### config.mk
export PLATFORM = sky130hd
export DESIGN_NAME = window_cover_motor_sequencer_unit
export DESIGN_NICKNAME = d
export VERILOG_FILES = /design/src/hw/rtl/wcms_pkg.sv /design/src/hw/rtl/window_cover_motor_sequencer_unit.sv /design/src/hw/rtl/wcms_ram.sv /design/src/hw/rtl/wcms_ctl.sv /design/src/hw/rtl/wcms_datapath.sv
export SDC_FILE = /design/constraint.sdc
export NUM_CORES = 2
export LEC_CHECK = 0
export ABC_AREA = 0
export BUFFER_PORTS_ARGS = -buffer_cell sky130_fd_sc_hd__buf_2
export CORE_MARGIN = 1
export CORE_UTILIZATION = 40
export CTS_CLUSTER_SIZE = 16
export DETAILED_ROUTE_END_ITERATION = 12
export SYNTH_ARGS = -nofsm -noshare
export SYNTH_HDL_FRONTEND = slang
export SYNTH_SLANG_ARGS = --single-unit
export TNS_END_PERCENT = 5
### constraint.sdc
create_clock -name clk -period 16.3 [get_ports clk]
set_input_delay 2.445 -clock clk [delete_from_list [all_inputs] [get_ports clk]]
set_output_delay 2.445 -clock clk [all_outputs]
set_load 0.1 [all_outputs]
### src/hw/rtl/wcms_pkg.sv
// Shared constants, register indexes and control types for the window cover motor sequencer.
`timescale 1ns / 1ps
`default_nettype none
package wcms_pkg;

  // History store depth default
  localparam int HISTORY_DEPTH_DEF = 16;

  // Configuration port
  localparam int CFG_IDX_W  = 3;
  localparam int CFG_DATA_W = 16;

  localparam logic [CFG_IDX_W-1:0] REG_SMART_OFF  = 3'd0;
  localparam logic [CFG_IDX_W-1:0] REG_OPEN_PCT   = 3'd1;
  localparam logic [CFG_IDX_W-1:0] REG_CLOSE_DIST = 3'd2;
  localparam logic [CFG_IDX_W-1:0] REG_OPEN_DIST  = 3'd3;
  localparam logic [CFG_IDX_W-1:0] REG_OPEN_MARG  = 3'd4;
  localparam logic [CFG_IDX_W-1:0] REG_RAIN_LVL   = 3'd5;
  localparam logic [CFG_IDX_W-1:0] REG_VAR_LIMIT  = 3'd6;

  // Register reset values
  localparam logic        RST_SMART_OFF  = 1'b0;
  localparam logic [6:0]  RST_OPEN_PCT   = 7'd100;
  localparam logic [6:0]  RST_CLOSE_DIST = 7'd5;
  localparam logic [7:0]  RST_OPEN_DIST  = 8'd30;
  localparam logic [7:0]  RST_OPEN_MARG  = 8'd2;
  localparam logic [11:0] RST_RAIN_LVL   = 12'd2048;
  localparam logic [15:0] RST_VAR_LIMIT  = 16'd25;

  // Sensor thresholds
  localparam logic [11:0]        JOY_OPEN_BELOW   = 12'd3000;
  localparam logic [11:0]        JOY_CLOSE_FROM   = 12'd3700;
  localparam logic [9:0]         DIST_VALID_BELOW = 10'd80;
  localparam logic signed [15:0] TILT_POS         = 16'sd160;
  localparam logic signed [15:0] TILT_NEG         = -16'sd160;

  // floor(x/100) for x < 2^15: x*1310 >> 17 is low by at most one
  localparam logic [10:0] RECIP_100   = 11'd1310;
  localparam int          RECIP_SHIFT = 17;

  // Controller to datapath commands
  typedef struct packed {
    logic load;   // capture input word
    logic rd;     // read history slot at head
    logic upd;    // targets, history, running sums
    logic mul;    // first products
    logic mul2;   // threshold product, difference, quotient
    logic fix;    // quotient correction, variance compare
    logic fin;    // motor step, load result word
  } cmd_t;

  // Datapath to controller status
  typedef struct packed {
    logic out_full;
  } sts_t;

endpackage
`default_nettype wire

### src/hw/rtl/window_cover_motor_sequencer_unit.sv
// Top level of the window cover motor sequencer: controller plus datapath.
//
//   Port group | Handshake            | Word
//   in_        | in_valid / in_ready  | joystick, rain, motion, distances, tilt
//   out_       | out_valid / out_ready| motor run/direction, buzzer, goals, settled flags
//   cfg_       | cfg_valid / cfg_ready| cfg_index, cfg_data (register write)
//
// An input word goes through the accept cycle, then six controller steps
// (history read, update, two multiply stages, correction, motor step) before the
// next word is taken; the history RAM read and registered multiply stages set these steps.
// A finished word waits in the output register; the next input word is taken
// while it waits, and the motor step stalls only if the previous word is still there.
// rst_n is synchronous; the history RAM needs no clearing, cfg_ready is always high.
`timescale 1ns / 1ps
`default_nettype none
module window_cover_motor_sequencer_unit #(
  parameter int HISTORY_DEPTH = wcms_pkg::HISTORY_DEPTH_DEF
) (
  input  wire logic                            clk,
  input  wire logic                            rst_n,
  // configuration
  input  wire logic                            cfg_valid,
  output logic                                 cfg_ready,
  input  wire logic [wcms_pkg::CFG_IDX_W-1:0]  cfg_index,
  input  wire logic [wcms_pkg::CFG_DATA_W-1:0] cfg_data,
  // input channel
  input  wire logic                            in_valid,
  output logic                                 in_ready,
  input  wire logic [11:0]                     in_joystick,
  input  wire logic [11:0]                     in_rain,
  input  wire logic                            in_motion,
  input  wire logic [9:0]                      in_window_distance,
  input  wire logic [9:0]                      in_cover_distance,
  input  wire logic signed [15:0]              in_tilt_x,
  input  wire logic signed [15:0]              in_tilt_y,
  // result channel
  output logic                                 out_valid,
  input  wire logic                            out_ready,
  output logic                                 out_cover_run,
  output logic                                 out_cover_opening,
  output logic                                 out_window_run,
  output logic                                 out_window_closing,
  output logic                                 out_buzzer,
  output logic                                 out_window_goal,
  output logic                                 out_cover_goal,
  output logic                                 out_window_settled,
  output logic                                 out_cover_settled
);
  import wcms_pkg::*;

  cmd_t cmd;
  sts_t sts;

  wcms_ctl u_ctl (
    .clk       (clk),
    .rst_n     (rst_n),
    .in_valid  (in_valid),
    .in_ready  (in_ready),
    .out_ready (out_ready),
    .sts       (sts),
    .cmd       (cmd)
  );

  wcms_datapath #(
    .HISTORY_DEPTH (HISTORY_DEPTH)
  ) u_dp (
    .clk                (clk),
    .rst_n              (rst_n),
    .cmd                (cmd),
    .sts                (sts),
    .cfg_valid          (cfg_valid),
    .cfg_ready          (cfg_ready),
    .cfg_index          (cfg_index),
    .cfg_data           (cfg_data),
    .in_joystick        (in_joystick),
    .in_rain            (in_rain),
    .in_motion          (in_motion),
    .in_window_distance (in_window_distance),
    .in_cover_distance  (in_cover_distance),
    .in_tilt_x          (in_tilt_x),
    .in_tilt_y          (in_tilt_y),
    .out_valid          (out_valid),
    .out_ready          (out_ready),
    .out_cover_run      (out_cover_run),
    .out_cover_opening  (out_cover_opening),
    .out_window_run     (out_window_run),
    .out_window_closing (out_window_closing),
    .out_buzzer         (out_buzzer),
    .out_window_goal    (out_window_goal),
    .out_cover_goal     (out_cover_goal),
    .out_window_settled (out_window_settled),
    .out_cover_settled  (out_cover_settled)
  );

endmodule
`default_nettype wire

### src/hw/rtl/wcms_ram.sv
// Generic single-write, single-read RAM with registered read data.
`timescale 1ns / 1ps
`default_nettype none
module wcms_ram #(
  parameter int W  = 8,
  parameter int D  = 16,
  parameter int AW = $clog2(D)
) (
  input  wire logic          clk,
  input  wire logic          we,
  input  wire logic [AW-1:0] waddr,
  input  wire logic [W-1:0]  wdata,
  input  wire logic [AW-1:0] raddr,
  output logic      [W-1:0]  rdata
);

  logic [W-1:0] mem [D];

  always_ff @(posedge clk) begin
    if (we) begin
      mem[waddr] <= wdata;
    end
    rdata <= mem[raddr];
  end

endmodule
`default_nettype wire

### src/hw/rtl/wcms_ctl.sv
// Controller state machine stepping one sensor word through the datapath.
`timescale 1ns / 1ps
`default_nettype none
module wcms_ctl (
  input  wire logic           clk,
  input  wire logic           rst_n,
  input  wire logic           in_valid,
  output logic                in_ready,
  input  wire logic           out_ready,
  input  wire wcms_pkg::sts_t sts,
  output wcms_pkg::cmd_t      cmd
);
  import wcms_pkg::*;

  localparam logic [2:0] S_IDLE = 3'd0;
  localparam logic [2:0] S_RD   = 3'd1;
  localparam logic [2:0] S_UPD  = 3'd2;
  localparam logic [2:0] S_MUL  = 3'd3;
  localparam logic [2:0] S_MUL2 = 3'd4;
  localparam logic [2:0] S_FIX  = 3'd5;
  localparam logic [2:0] S_FIN  = 3'd6;

  logic [2:0] state_r, state_nxt;

  // Next state and commands
  always_comb begin
    state_nxt = state_r;
    cmd       = '0;
    in_ready  = 1'b0;
    case (state_r)
      S_IDLE: begin
        in_ready = 1'b1;
        if (in_valid) begin
          cmd.load  = 1'b1;
          state_nxt = S_RD;
        end
      end
      S_RD: begin
        cmd.rd    = 1'b1;
        state_nxt = S_UPD;
      end
      S_UPD: begin
        cmd.upd   = 1'b1;
        state_nxt = S_MUL;
      end
      S_MUL: begin
        cmd.mul   = 1'b1;
        state_nxt = S_MUL2;
      end
      S_MUL2: begin
        cmd.mul2  = 1'b1;
        state_nxt = S_FIX;
      end
      S_FIX: begin
        cmd.fix   = 1'b1;
        state_nxt = S_FIN;
      end
      S_FIN: begin
        // result register free, or its word leaves this cycle
        if (!sts.out_full || out_ready) begin
          cmd.fin   = 1'b1;
          state_nxt = S_IDLE;
        end
      end
      default: begin
        state_nxt = S_IDLE;
      end
    endcase
  end

  always_ff @(posedge clk) begin
    if (!rst_n) begin
      state_r <= S_IDLE;
    end else begin
      state_r <= state_nxt;
    end
  end

endmodule
`default_nettype wire

### src/hw/rtl/wcms_datapath.sv
// Datapath: config registers, targets and done flags, distance history sums, motor step.
`timescale 1ns / 1ps
`default_nettype none
module wcms_datapath #(
  parameter int HISTORY_DEPTH = wcms_pkg::HISTORY_DEPTH_DEF
) (
  input  wire logic                            clk,
  input  wire logic                            rst_n,
  input  wire wcms_pkg::cmd_t                  cmd,
  output wcms_pkg::sts_t                       sts,
  // configuration
  input  wire logic                            cfg_valid,
  output logic                                 cfg_ready,
  input  wire logic [wcms_pkg::CFG_IDX_W-1:0]  cfg_index,
  input  wire logic [wcms_pkg::CFG_DATA_W-1:0] cfg_data,
  // input word
  input  wire logic [11:0]                     in_joystick,
  input  wire logic [11:0]                     in_rain,
  input  wire logic                            in_motion,
  input  wire logic [9:0]                      in_window_distance,
  input  wire logic [9:0]                      in_cover_distance,
  input  wire logic signed [15:0]              in_tilt_x,
  input  wire logic signed [15:0]              in_tilt_y,
  // result word
  output logic                                 out_valid,
  input  wire logic                            out_ready,
  output logic                                 out_cover_run,
  output logic                                 out_cover_opening,
  output logic                                 out_window_run,
  output logic                                 out_window_closing,
  output logic                                 out_buzzer,
  output logic                                 out_window_goal,
  output logic                                 out_cover_goal,
  output logic                                 out_window_settled,
  output logic                                 out_cover_settled
);
  import wcms_pkg::*;

  localparam int IDX_W = $clog2(HISTORY_DEPTH);
  localparam int CNT_W = $clog2(HISTORY_DEPTH + 1);
  localparam int SUM_W = 7 + CNT_W;
  localparam int SQ_W  = 13 + CNT_W;
  localparam int P1_W  = CNT_W + SQ_W;
  localparam int P2_W  = 2 * SUM_W;
  localparam int P3_W  = 2 * CNT_W;
  localparam int CMP_W = 16 + P3_W;

  // motor actions
  localparam logic [2:0] ACT_NONE   = 3'd0;
  localparam logic [2:0] ACT_C_CLS  = 3'd1;
  localparam logic [2:0] ACT_C_OPN  = 3'd2;
  localparam logic [2:0] ACT_W_CLS  = 3'd3;
  localparam logic [2:0] ACT_W_OPN  = 3'd4;

  localparam logic signed [11:0] LIM80 = 12'sd80;

  // ---------------- configuration registers ----------------
  logic        smart_off_r;
  logic [6:0]  open_pct_r;
  logic [6:0]  close_dist_r;
  logic [7:0]  open_dist_r;
  logic [7:0]  open_marg_r;
  logic [11:0] rain_lvl_r;
  logic [15:0] var_limit_r;

  assign cfg_ready = 1'b1;

  always_ff @(posedge clk) begin
    if (!rst_n) begin
      smart_off_r  <= RST_SMART_OFF;
      open_pct_r   <= RST_OPEN_PCT;
      close_dist_r <= RST_CLOSE_DIST;
      open_dist_r  <= RST_OPEN_DIST;
      open_marg_r  <= RST_OPEN_MARG;
      rain_lvl_r   <= RST_RAIN_LVL;
      var_limit_r  <= RST_VAR_LIMIT;
    end else if (cfg_valid) begin
      case (cfg_index)
        REG_SMART_OFF:  smart_off_r  <= cfg_data[0];
        REG_OPEN_PCT:   open_pct_r   <= cfg_data[6:0];
        REG_CLOSE_DIST: close_dist_r <= cfg_data[6:0];
        REG_OPEN_DIST:  open_dist_r  <= cfg_data[7:0];
        REG_OPEN_MARG:  open_marg_r  <= cfg_data[7:0];
        REG_RAIN_LVL:   rain_lvl_r   <= cfg_data[11:0];
        REG_VAR_LIMIT:  var_limit_r  <= cfg_data[15:0];
        default: ;
      endcase
    end
  end

  // ---------------- captured input word ----------------
  logic [11:0]        joy_r, rain_r;
  logic               motion_r;
  logic [9:0]         wd_r, cd_r;
  logic signed [15:0] tx_r, ty_r;

  always_ff @(posedge clk) begin
    if (cmd.load) begin
      joy_r    <= in_joystick;
      rain_r   <= in_rain;
      motion_r <= in_motion;
      wd_r     <= in_window_distance;
      cd_r     <= in_cover_distance;
      tx_r     <= in_tilt_x;
      ty_r     <= in_tilt_y;
    end
  end

  // ---------------- history store ----------------
  logic [IDX_W-1:0] head_r, head_nxt;
  logic [CNT_W-1:0] count_r, count_nxt;
  logic [SUM_W-1:0] sum_r, sum_nxt;
  logic [SQ_W-1:0]  sumsq_r, sumsq_nxt;
  logic [6:0]       old_smp;
  logic             append, full;

  assign append = !smart_off_r && (wd_r < DIST_VALID_BELOW);
  assign full   = (count_r == CNT_W'(HISTORY_DEPTH));

  wcms_ram #(
    .W (7),
    .D (HISTORY_DEPTH)
  ) u_hist (
    .clk   (clk),
    .we    (cmd.upd && append),
    .waddr (head_r),
    .wdata (wd_r[6:0]),
    .raddr (head_r),
    .rdata (old_smp)
  );

  // running sum and sum of squares; the overwritten sample leaves when full
  always_comb begin
    head_nxt  = head_r;
    count_nxt = count_r;
    sum_nxt   = sum_r;
    sumsq_nxt = sumsq_r;
    if (append) begin
      head_nxt  = (head_r == IDX_W'(HISTORY_DEPTH - 1)) ? '0 : head_r + 1'b1;
      sum_nxt   = sum_r + SUM_W'(wd_r[6:0]);
      sumsq_nxt = sumsq_r + SQ_W'(14'(wd_r[6:0]) * 14'(wd_r[6:0]));
      if (full) begin
        sum_nxt   = sum_nxt - SUM_W'(old_smp);
        sumsq_nxt = sumsq_nxt - SQ_W'(14'(old_smp) * 14'(old_smp));
      end else begin
        count_nxt = count_r + 1'b1;
      end
    end
  end

  // ---------------- target rules ----------------
  logic win_tgt_r, cov_tgt_r, win_done_r, cov_done_r, motion_prev_r, edge_r;
  logic wt, ct, wdn, cdn, tilt;

  assign tilt = (tx_r >= TILT_POS) || (tx_r <= TILT_NEG) ||
                (ty_r >= TILT_POS) || (ty_r <= TILT_NEG);

  always_comb begin
    wt  = win_tgt_r;
    ct  = cov_tgt_r;
    wdn = win_done_r;
    cdn = cov_done_r;
    // joystick
    if (joy_r < JOY_OPEN_BELOW) begin
      if (ct) begin
        ct  = 1'b0;
        cdn = 1'b0;
      end
      if (wt) begin
        wt  = 1'b0;
        wdn = 1'b0;
      end
    end else if (joy_r >= JOY_CLOSE_FROM) begin
      if (!ct) begin
        ct  = 1'b1;
        cdn = 1'b0;
      end
      if (!wt) begin
        wt  = 1'b1;
        wdn = 1'b0;
      end
    end
    // smart mode: rain and tilt
    if (!smart_off_r) begin
      if (rain_r < rain_lvl_r) begin
        wt  = 1'b1;
        wdn = 1'b0;
      end
      if (tilt && (wd_r != '0)) begin
        wt  = 1'b1;
        ct  = 1'b1;
        wdn = 1'b0;
      end
    end
  end

  // ---------------- variance and opening target arithmetic ----------------
  logic [P1_W-1:0]  p1_r;
  logic [P2_W-1:0]  p2_r;
  logic [P3_W-1:0]  p3_r;
  logic [CMP_W-1:0] p4_r, diff_r;
  logic [14:0]      prod_r;
  logic [8:0]       q_r, th_r;
  logic [15:0]      rem;
  logic             over_r;

  assign rem = 16'(prod_r) - 16'(q_r) * 16'd100;

  always_ff @(posedge clk) begin
    if (cmd.mul) begin
      p1_r   <= P1_W'(count_r) * P1_W'(sumsq_r);
      p2_r   <= P2_W'(sum_r) * P2_W'(sum_r);
      p3_r   <= P3_W'(count_r) * P3_W'(count_r - 1'b1);
      prod_r <= 15'(open_pct_r) * 15'(open_dist_r);
    end
    if (cmd.mul2) begin
      p4_r   <= CMP_W'(var_limit_r) * CMP_W'(p3_r);
      diff_r <= CMP_W'(p1_r) - CMP_W'(p2_r);
      q_r    <= 9'((26'(prod_r) * 26'(RECIP_100)) >> RECIP_SHIFT);
    end
    if (cmd.fix) begin
      th_r   <= (rem >= 16'd100) ? q_r + 1'b1 : q_r;
      over_r <= (diff_r > p4_r);
    end
  end

  // ---------------- motor step ----------------
  logic               crun, copen, wrun, wclose, wdn_m, cdn_m, buzz;
  logic [2:0]         act;
  logic signed [11:0] wds, cds, cls, ods, th_lo, th_hi;

  assign wds   = $signed({2'b00, wd_r});
  assign cds   = $signed({2'b00, cd_r});
  assign cls   = $signed({5'b00000, close_dist_r});
  assign ods   = $signed({4'b0000, open_dist_r});
  assign th_lo = $signed({3'b000, th_r}) - $signed({4'b0000, open_marg_r});
  assign th_hi = $signed({3'b000, th_r}) + $signed({4'b0000, open_marg_r});
  assign buzz  = edge_r && (count_r >= CNT_W'(2)) && over_r;

  always_comb begin
    crun   = 1'b0;
    copen  = 1'b0;
    wrun   = 1'b0;
    wclose = 1'b0;
    wdn_m  = win_done_r;
    cdn_m  = cov_done_r;
    // pick the step of the cover/window sequence
    if (cov_tgt_r && win_tgt_r) begin
      act = win_done_r ? ACT_C_CLS : ACT_W_CLS;
    end else if (!cov_tgt_r && win_tgt_r) begin
      act = cov_done_r ? ACT_W_CLS : ACT_C_OPN;
    end else if (!cov_tgt_r && !win_tgt_r) begin
      act = cov_done_r ? ACT_W_OPN : ACT_C_OPN;
    end else begin
      act = ACT_NONE;
    end
    case (act)
      ACT_C_CLS: begin
        if (!cov_done_r && cds > cls && cds < LIM80) crun = 1'b1;
        else cdn_m = 1'b1;
      end
      ACT_C_OPN: begin
        if (!cov_done_r && (cds < ods || cds > LIM80)) begin
          crun  = 1'b1;
          copen = 1'b1;
        end else cdn_m = 1'b1;
      end
      ACT_W_CLS: begin
        if (!win_done_r && wds > cls && wds < LIM80) begin
          wrun   = 1'b1;
          wclose = 1'b1;
        end else wdn_m = 1'b1;
      end
      ACT_W_OPN: begin
        if (!win_done_r && (wds < th_lo || wds > LIM80)) begin
          wrun = 1'b1;
        end else if (!win_done_r && wds > th_hi) begin
          wrun   = 1'b1;
          wclose = 1'b1;
        end else wdn_m = 1'b1;
      end
      default: ;
    endcase
  end

  // ---------------- block state ----------------
  always_ff @(posedge clk) begin
    if (!rst_n) begin
      win_tgt_r     <= 1'b0;
      cov_tgt_r     <= 1'b0;
      win_done_r    <= 1'b0;
      cov_done_r    <= 1'b0;
      motion_prev_r <= 1'b0;
      edge_r        <= 1'b0;
      head_r        <= '0;
      count_r       <= '0;
      sum_r         <= '0;
      sumsq_r       <= '0;
    end else if (cmd.upd) begin
      win_tgt_r  <= wt;
      cov_tgt_r  <= ct;
      win_done_r <= wdn;
      cov_done_r <= cdn;
      edge_r     <= !smart_off_r && !motion_prev_r && motion_r;
      if (!smart_off_r) motion_prev_r <= motion_r;
      head_r     <= head_nxt;
      count_r    <= count_nxt;
      sum_r      <= sum_nxt;
      sumsq_r    <= sumsq_nxt;
    end else if (cmd.fin) begin
      win_done_r <= wdn_m;
      cov_done_r <= cdn_m;
    end
  end

  // ---------------- result register ----------------
  logic out_valid_r;
  logic o_crun_r, o_copen_r, o_wrun_r, o_wclose_r, o_buzz_r;
  logic o_wgoal_r, o_cgoal_r, o_wset_r, o_cset_r;

  always_ff @(posedge clk) begin
    if (!rst_n) begin
      out_valid_r <= 1'b0;
    end else if (cmd.fin) begin
      out_valid_r <= 1'b1;
    end else if (out_ready) begin
      out_valid_r <= 1'b0;
    end
  end

  always_ff @(posedge clk) begin
    if (cmd.fin) begin
      o_crun_r   <= crun;
      o_copen_r  <= copen;
      o_wrun_r   <= wrun;
      o_wclose_r <= wclose;
      o_buzz_r   <= buzz;
      o_wgoal_r  <= win_tgt_r;
      o_cgoal_r  <= cov_tgt_r;
      o_wset_r   <= wdn_m;
      o_cset_r   <= cdn_m;
    end
  end

  assign sts.out_full       = out_valid_r;
  assign out_valid          = out_valid_r;
  assign out_cover_run      = o_crun_r;
  assign out_cover_opening  = o_copen_r;
  assign out_window_run     = o_wrun_r;
  assign out_window_closing = o_wclose_r;
  assign out_buzzer         = o_buzz_r;
  assign out_window_goal    = o_wgoal_r;
  assign out_cover_goal     = o_cgoal_r;
  assign out_window_settled = o_wset_r;
  assign out_cover_settled  = o_cset_r;

endmodule
`default_nettype wire
; ---- Word-level counts from Yosys, hierarchy flattened
; Memory sizes are Yosys's and may differ from the RTL's. A register that Yosys moved wholly into a read port is not among the register bits.
; Cells that the tools add are included.
[word_totals]
register_bits = 337
mem_bits_rw = 112
input_bits = 101
output_inout_bits = 12
memories = 1
[mem_list]
columns = memory, depth, word_bits, rd, rd_clocked_by_memory_dff, write_ports, line_no
row1 = u_dp.u_hist.mem, 16, 7, 1, 1, 1, wcms_ram.sv:17  ; logic [W-1:0] mem [D];
[classes]
n_addsub = 12
mul = 9
order_cmp = 20
eq_ne = 23
muxes = 66
bitwise_logic = 2
n_reduce_logical = 47
[ops]
columns = op, n
row1 = $mux 1, 49
row2 = $ge 16x9->1 const B, 2
row3 = $le 16x9->1 const B, 2
row4 = $lt 10x7->1 const B, 3
row5 = $mul 7x7->14, 2
row6 = $gt 26x26->1, 1
row7 = $mul 16x10->26, 1
row8 = $mul 15x10->25 const B, 1
row9 = $sub 23x24->25, 1
row10 = $mul 12x12->24, 1
row11 = $mul 5x18->23, 1
row12 = $eq 3x3->1 const B, 7
row13 = $pmux 3 s7, 1
row14 = $gt 10x7->1, 2
row15 = $gt 10x7->1 const B, 2
row16 = $reduce_and 2->1, 10
row17 = $add 18x14->18, 1
row18 = $eq 3x2->1 const B, 6
row19 = $mux 18, 1
row20 = $mux 3, 6
row21 = $sub 18x14->18, 1
row22 = $logic_and 1x1->1, 17
row23 = $ge 16x7->1 const B, 1
row24 = $sub 15x16->16, 1
row25 = 37 further kinds, 59

; ---- Logic depth before layout (Yosys ltp)
[depth]
word_depth = 9
depth_mapped = 30

; ---- Modules after synthesis
; A second synthesis with hierarchy kept.
[hier_totals]
hier_cells = 4053
hier_area_um2 = 41471.0
[by_module_without_submodules]
columns = mod, n_inst, cells_each, area_per_inst_um2, seq_area_each_um2
row1 = wcms_datapath, 1, 3823, 36707.7, 8798.4
row2 = wcms_ram, 1, 203, 4530.6, 3503.4
row3 = wcms_ctl, 1, 27, 232.7, 60.1

; ---- Least setup slack after synthesis
; Ideal clock, no wire load.
[synth_path]
path_kind = reg-to-reg
startpoint = register u_dp.wd_r[1]
endpoint = register u_dp.sumsq_r[17]
setup_time_ns = 0.072
t_arrival_ns = 7.344
slack_ns = 8.884
path_stages_with_launch = 30
period_less_slack_ns = 7.416
path_cell_list = edfxtp_1 > clkbuf_1 > nand2_1 > xnor2_1 > ha_1 > inv_1 > fa_1 > inv_1 > fa_1 > inv_1 > fa_1 > inv_1 > ha_1 > o21a_1 > nor2_1 > xor2_1 > ha_1 > fa_1 > fa_1 > inv_1 > ha_1 > a21o_1 > a21oi_1 > nor2_1 > o31ai_2 > a21oi_1 > a221o_1 > a211oi_2 > mux2i_1 > mux2i_1
[synth_between]
elab_chain_len = 4
[synth_lines]
columns = item, line_no
row1 = start: declaration, wcms_datapath.sv:94  ; logic [9:0] wd_r, cd_r;
row2 = start signal: assignment, wcms_datapath.sv:102  ; wd_r <= in_window_distance;
row3 = $mul 7x7->14, wcms_datapath.sv:141  ; sumsq_nxt = sumsq_r + SQ_W'(14'(wd_r[6:0]) * 14'(wd_r[6:0]));
row4 = $add 18x14->18, wcms_datapath.sv:141
row5 = $sub 18x14->18, wcms_datapath.sv:144  ; sumsq_nxt = sumsq_nxt - SQ_W'(14'(old_smp) * 14'(old_smp));
row6 = $mux 18, wcms_datapath.sv:142  ; if (full) begin
row7 = end signal: assignment, wcms_datapath.sv:309  ; sumsq_r <= sumsq_nxt;
row8 = end: declaration, wcms_datapath.sv:113  ; logic [SQ_W-1:0] sumsq_r, sumsq_nxt;
; Parallel ways exist; a longest one is shown, timed or not.
; A chain may end at the register's enable or synchronous reset.

; ---- Worst setup path in the final report
[layout_path]
startpoint = register u_dp.wd_r[4]
endpoint = register u_dp.sumsq_r[17]
; Same word-level chain as after synthesis.

==> metrics.yaml <==
crit_path_start: "u_dp.wd_r[4]"
fill_cells: 9682
yosys_warnings: 0
syn_area_per_cell_um2: 10.3
crit_top_cell: "fa_1"
cts.sinks: 450
clk_path_buf_depth: 3
crit_path_max_incr_delay_ns: 0.76
hold_buffers: 0
maxSlewViolCount: 0
num_vias: 27601
setup_ws_ns: 7.91
cts.htree.levels: 2
drc: 0
grt_pass1_vias: 28499
multi_input_area_um2: 26000
cts_resized: 0
grt_overflow: 0
run_status: "finished clean"
worst-r2r-cell-count: 28
seqPwrFrac_pct: 34.0
place_congestion: 0.837
clk_latency_ns: 0.63
min_period_ns: 8.39
min_path_type: "reg -> reg"
drtIter0Drc: 1336
tightest_slew_ns: 1.18
die_area_um2: 104000
place_ws_ns: 7.95
layout.cells.most_common: "inv_1"
cts_tree: "done"
core_region_area_um2: 102000
cp-start-kind: "flip-flop"
p_switching_uw: 1330
max_freq_mhz: 119
cts.reportedPaths.clkPinSlew_ns: 0.06
dp_hpwl_um: 68600
synth_top_area_cell: "edfxtp_1"
power_frac_comb_pct: 35.6
syn-cell-area_um2: 41000
drive_gt1_share_pct: 7.25
synth-seq-cells: 450
async_flop_share_pct: 0
crit_end: "u_dp.sumsq_r[17]"
peakVddDrop_mv: 0.143
end_kind: "flip-flop"
pwr-share-clk_pct: 30.4
numCtsBuffers: 51
ys.flop_type: "edfxtp_1"
grt_first_pass_wirelength_um: 147000
yosys.area.top_type_share_pct: 24.5
power.density_nw_per_um2: 85.9
track_usage_pct: 17.6
avgRoutedWirePerCell_um: 16.3
synthDistinctLibCells: 84
fin_skew_ns: 0.0485
hold_violations: 0
critPathKind: "reg -> reg"
cts_root_buffer: "clkbuf_16"
totalWireLength_um: 89000
worst_path_max_delay_cell: "edfxtp_1"
die_h_um: 322
seq_area_frac_synth_pct: 30.1
required_ns: 16.84
chipWidth_um: 322
antenna_found_initial: 0
setup_tns_ns: 0
final_cell_mix: "608 x inv_1, 542 x ha_1, 409 x nand2_1"
critPathArrivalTime_ns: 8.93
layout.cells.non_filler: 5478
port_buffers: 109
rsz0062_at_grt: "no"
relSlewSlack_pct: 20.7
num_rows: 117
rr_startpoint: "u_dp.wd_r[4]"
intPower_uw: 2510
synth_edf_count: 335
timing.final.crit_share_pct: 51.5
swShare_pct: 34.6
post_cts_buffers: 0
final_nets: 5085
dp.cells: 5383
cap_violations: 0
area_growth_pct: 9.12
start_util_pct: 40.3
drt_pass1_iterations: 5
grt_max_degree: 76
synthTopCellsByArea: "edfxtp_1 25%, fa_1 18%, ha_1 17%"
ioPinCount: 113
regArea_um2: 12400
power_leakage_uw: 0.0208
vias_per_cell: 5.04
synthCells: 3989
finalSetupViolCount: 0
drtAntennaViolNets: 0
r2r_slack_ns: 7.91
crit_fanout: 17
r2r_end: "u_dp.sumsq_r[17]"
[per-stage QoR]
step | hold WS (ns) | utilization, % | cell area [µm²] | power, µW
after global placement | 0.444 | 42.3 | 43100 | 2660
after detailed placement | 0.450 | 42.3 | 43100 | 2680
after floorplan | 0.436 | - | 41000 | 2380
final | 0.458 | 44.0 | 44800 | 3840
after CTS | 0.459 | 44.0 | 44800 | 3880
after global routing | 0.472 | 44.0 | 44800 | 4120
[power groups by stage]
| stage | Combinational [µW] | Clock, µW | Sequential [µW] |
|---|---|---|---|
| after global placement | 1330 | 0 | 1330 |
| after floorplan | 1060 | 0 | 1320 |
| after global routing | 1560 | 1250 | 1310 |
| after CTS | 1370 | 1200 | 1310 |
| final | 1370 | 1170 | 1310 |
| after detailed placement | 1350 | 0 | 1330 |
[flip-flops by register name, indices dropped and copies added, names as in the netlist, 8 cells and up]
register and cells:
u_dp.p2_r 23, u_dp.sumsq_r 18, u_dp.p4_r 25, u_dp.p3_r 9, u_dp.sum_r 12, u_dp.diff_r 25, u_dp.ty_r 16, u_dp.var_limit_r 16
u_dp.joy_r 10, u_dp.th_r 9, u_dp.prod_r 15, u_dp.p1_r 23, u_dp.rain_r 12, u_dp.wd_r 10, u_dp.q_r 9, u_dp.open_dist_r 8
u_dp.rain_lvl_r 12, u_dp.cd_r 10, u_dp.u_hist.mem 112, u_dp.tx_r 16, u_dp.open_marg_r 8
[routing by layer]
metal	share of wire (%)	GRT usage, %	vias up
li1	-	-	13538
met1	46	23.3	13533
met2	48	30.6	422
met3	3.8	2.30	108
met4	1.9	3.75	0
met5	0	0	-
[how the worst min path moves through the flow]
stage | from | cells past startpoint | slack [ns] | end
floorplan | u_dp.rain_lvl_r[10] | 2 | 0.44 | u_dp.rain_lvl_r[10]
global placement | u_dp.rain_lvl_r[10] | 2 | 0.44 | u_dp.rain_lvl_r[10]
detailed placement | u_dp.rain_lvl_r[5] | 2 | 0.45 | u_dp.rain_lvl_r[5]
CTS | u_dp.rain_lvl_r[5] | 2 | 0.46 | u_dp.rain_lvl_r[5]
global route | u_dp.rain_lvl_r[1] | 2 | 0.47 | u_dp.rain_lvl_r[1]
finish | u_dp.rain_lvl_r[6] | 2 | 0.46 | u_dp.rain_lvl_r[6]
[worst max-delay path, delay by kind of cell, from the launching register on]
kind	cells	cell delay, ns
compound gates	7	1.78
xor+xnor	2	0.42
simple gates	3	0.46
buf+inv	5	0.58
mux	2	0.46
fa+ha+maj	9	3.81
flops	1	0.76
[final cells by class]
| type | instances | area share [%] |
|---|---|---|
| multi-input combinational | 2827 | 58.1 |
| antenna | 1 | 0.00559 |
| clock buffer | 64 | 3.10 |
| timing repair buffer | 129 | 1.55 |
| sequential | 450 | 27.6 |
| inverter | 609 | 5.11 |
| tap | 1368 | 3.82 |
| clock inverter | 30 | 0.702 |
[cell usage after synthesis (35+ instances only)]
cell / n
fa_1: 374
o21a_1: 45
inv_1: 609
a21oi_1: 183
nand3_1: 40
nand2_1: 409
clkbuf_1: 102
nand2b_1: 35
o21ai_0: 87
dfxtp_1: 115
xnor2_1: 131
edfxtp_1: 335
nor2b_1: 43
mux4_2: 35
a21o_1: 76
and2_1: 193
ha_1: 542
xor2_1: 59
nor3_1: 56
nor2_1: 186
[cell families after synthesis]
group | after synthesis | share of synthesized area, %
and+or+nand+nor | 1065 | 12.5
adders and majority gates | 916 | 34.8
buffers and inverters | 721 | 6.61
AOI/OAI and AO/OA | 580 | 9.24
DFF | 450 | 30.1
xor gates and xnor gates | 190 | 4.06
muxes | 65 | 2.67
other | 2 | 0.0183
(Power assumes the default switching activity.)
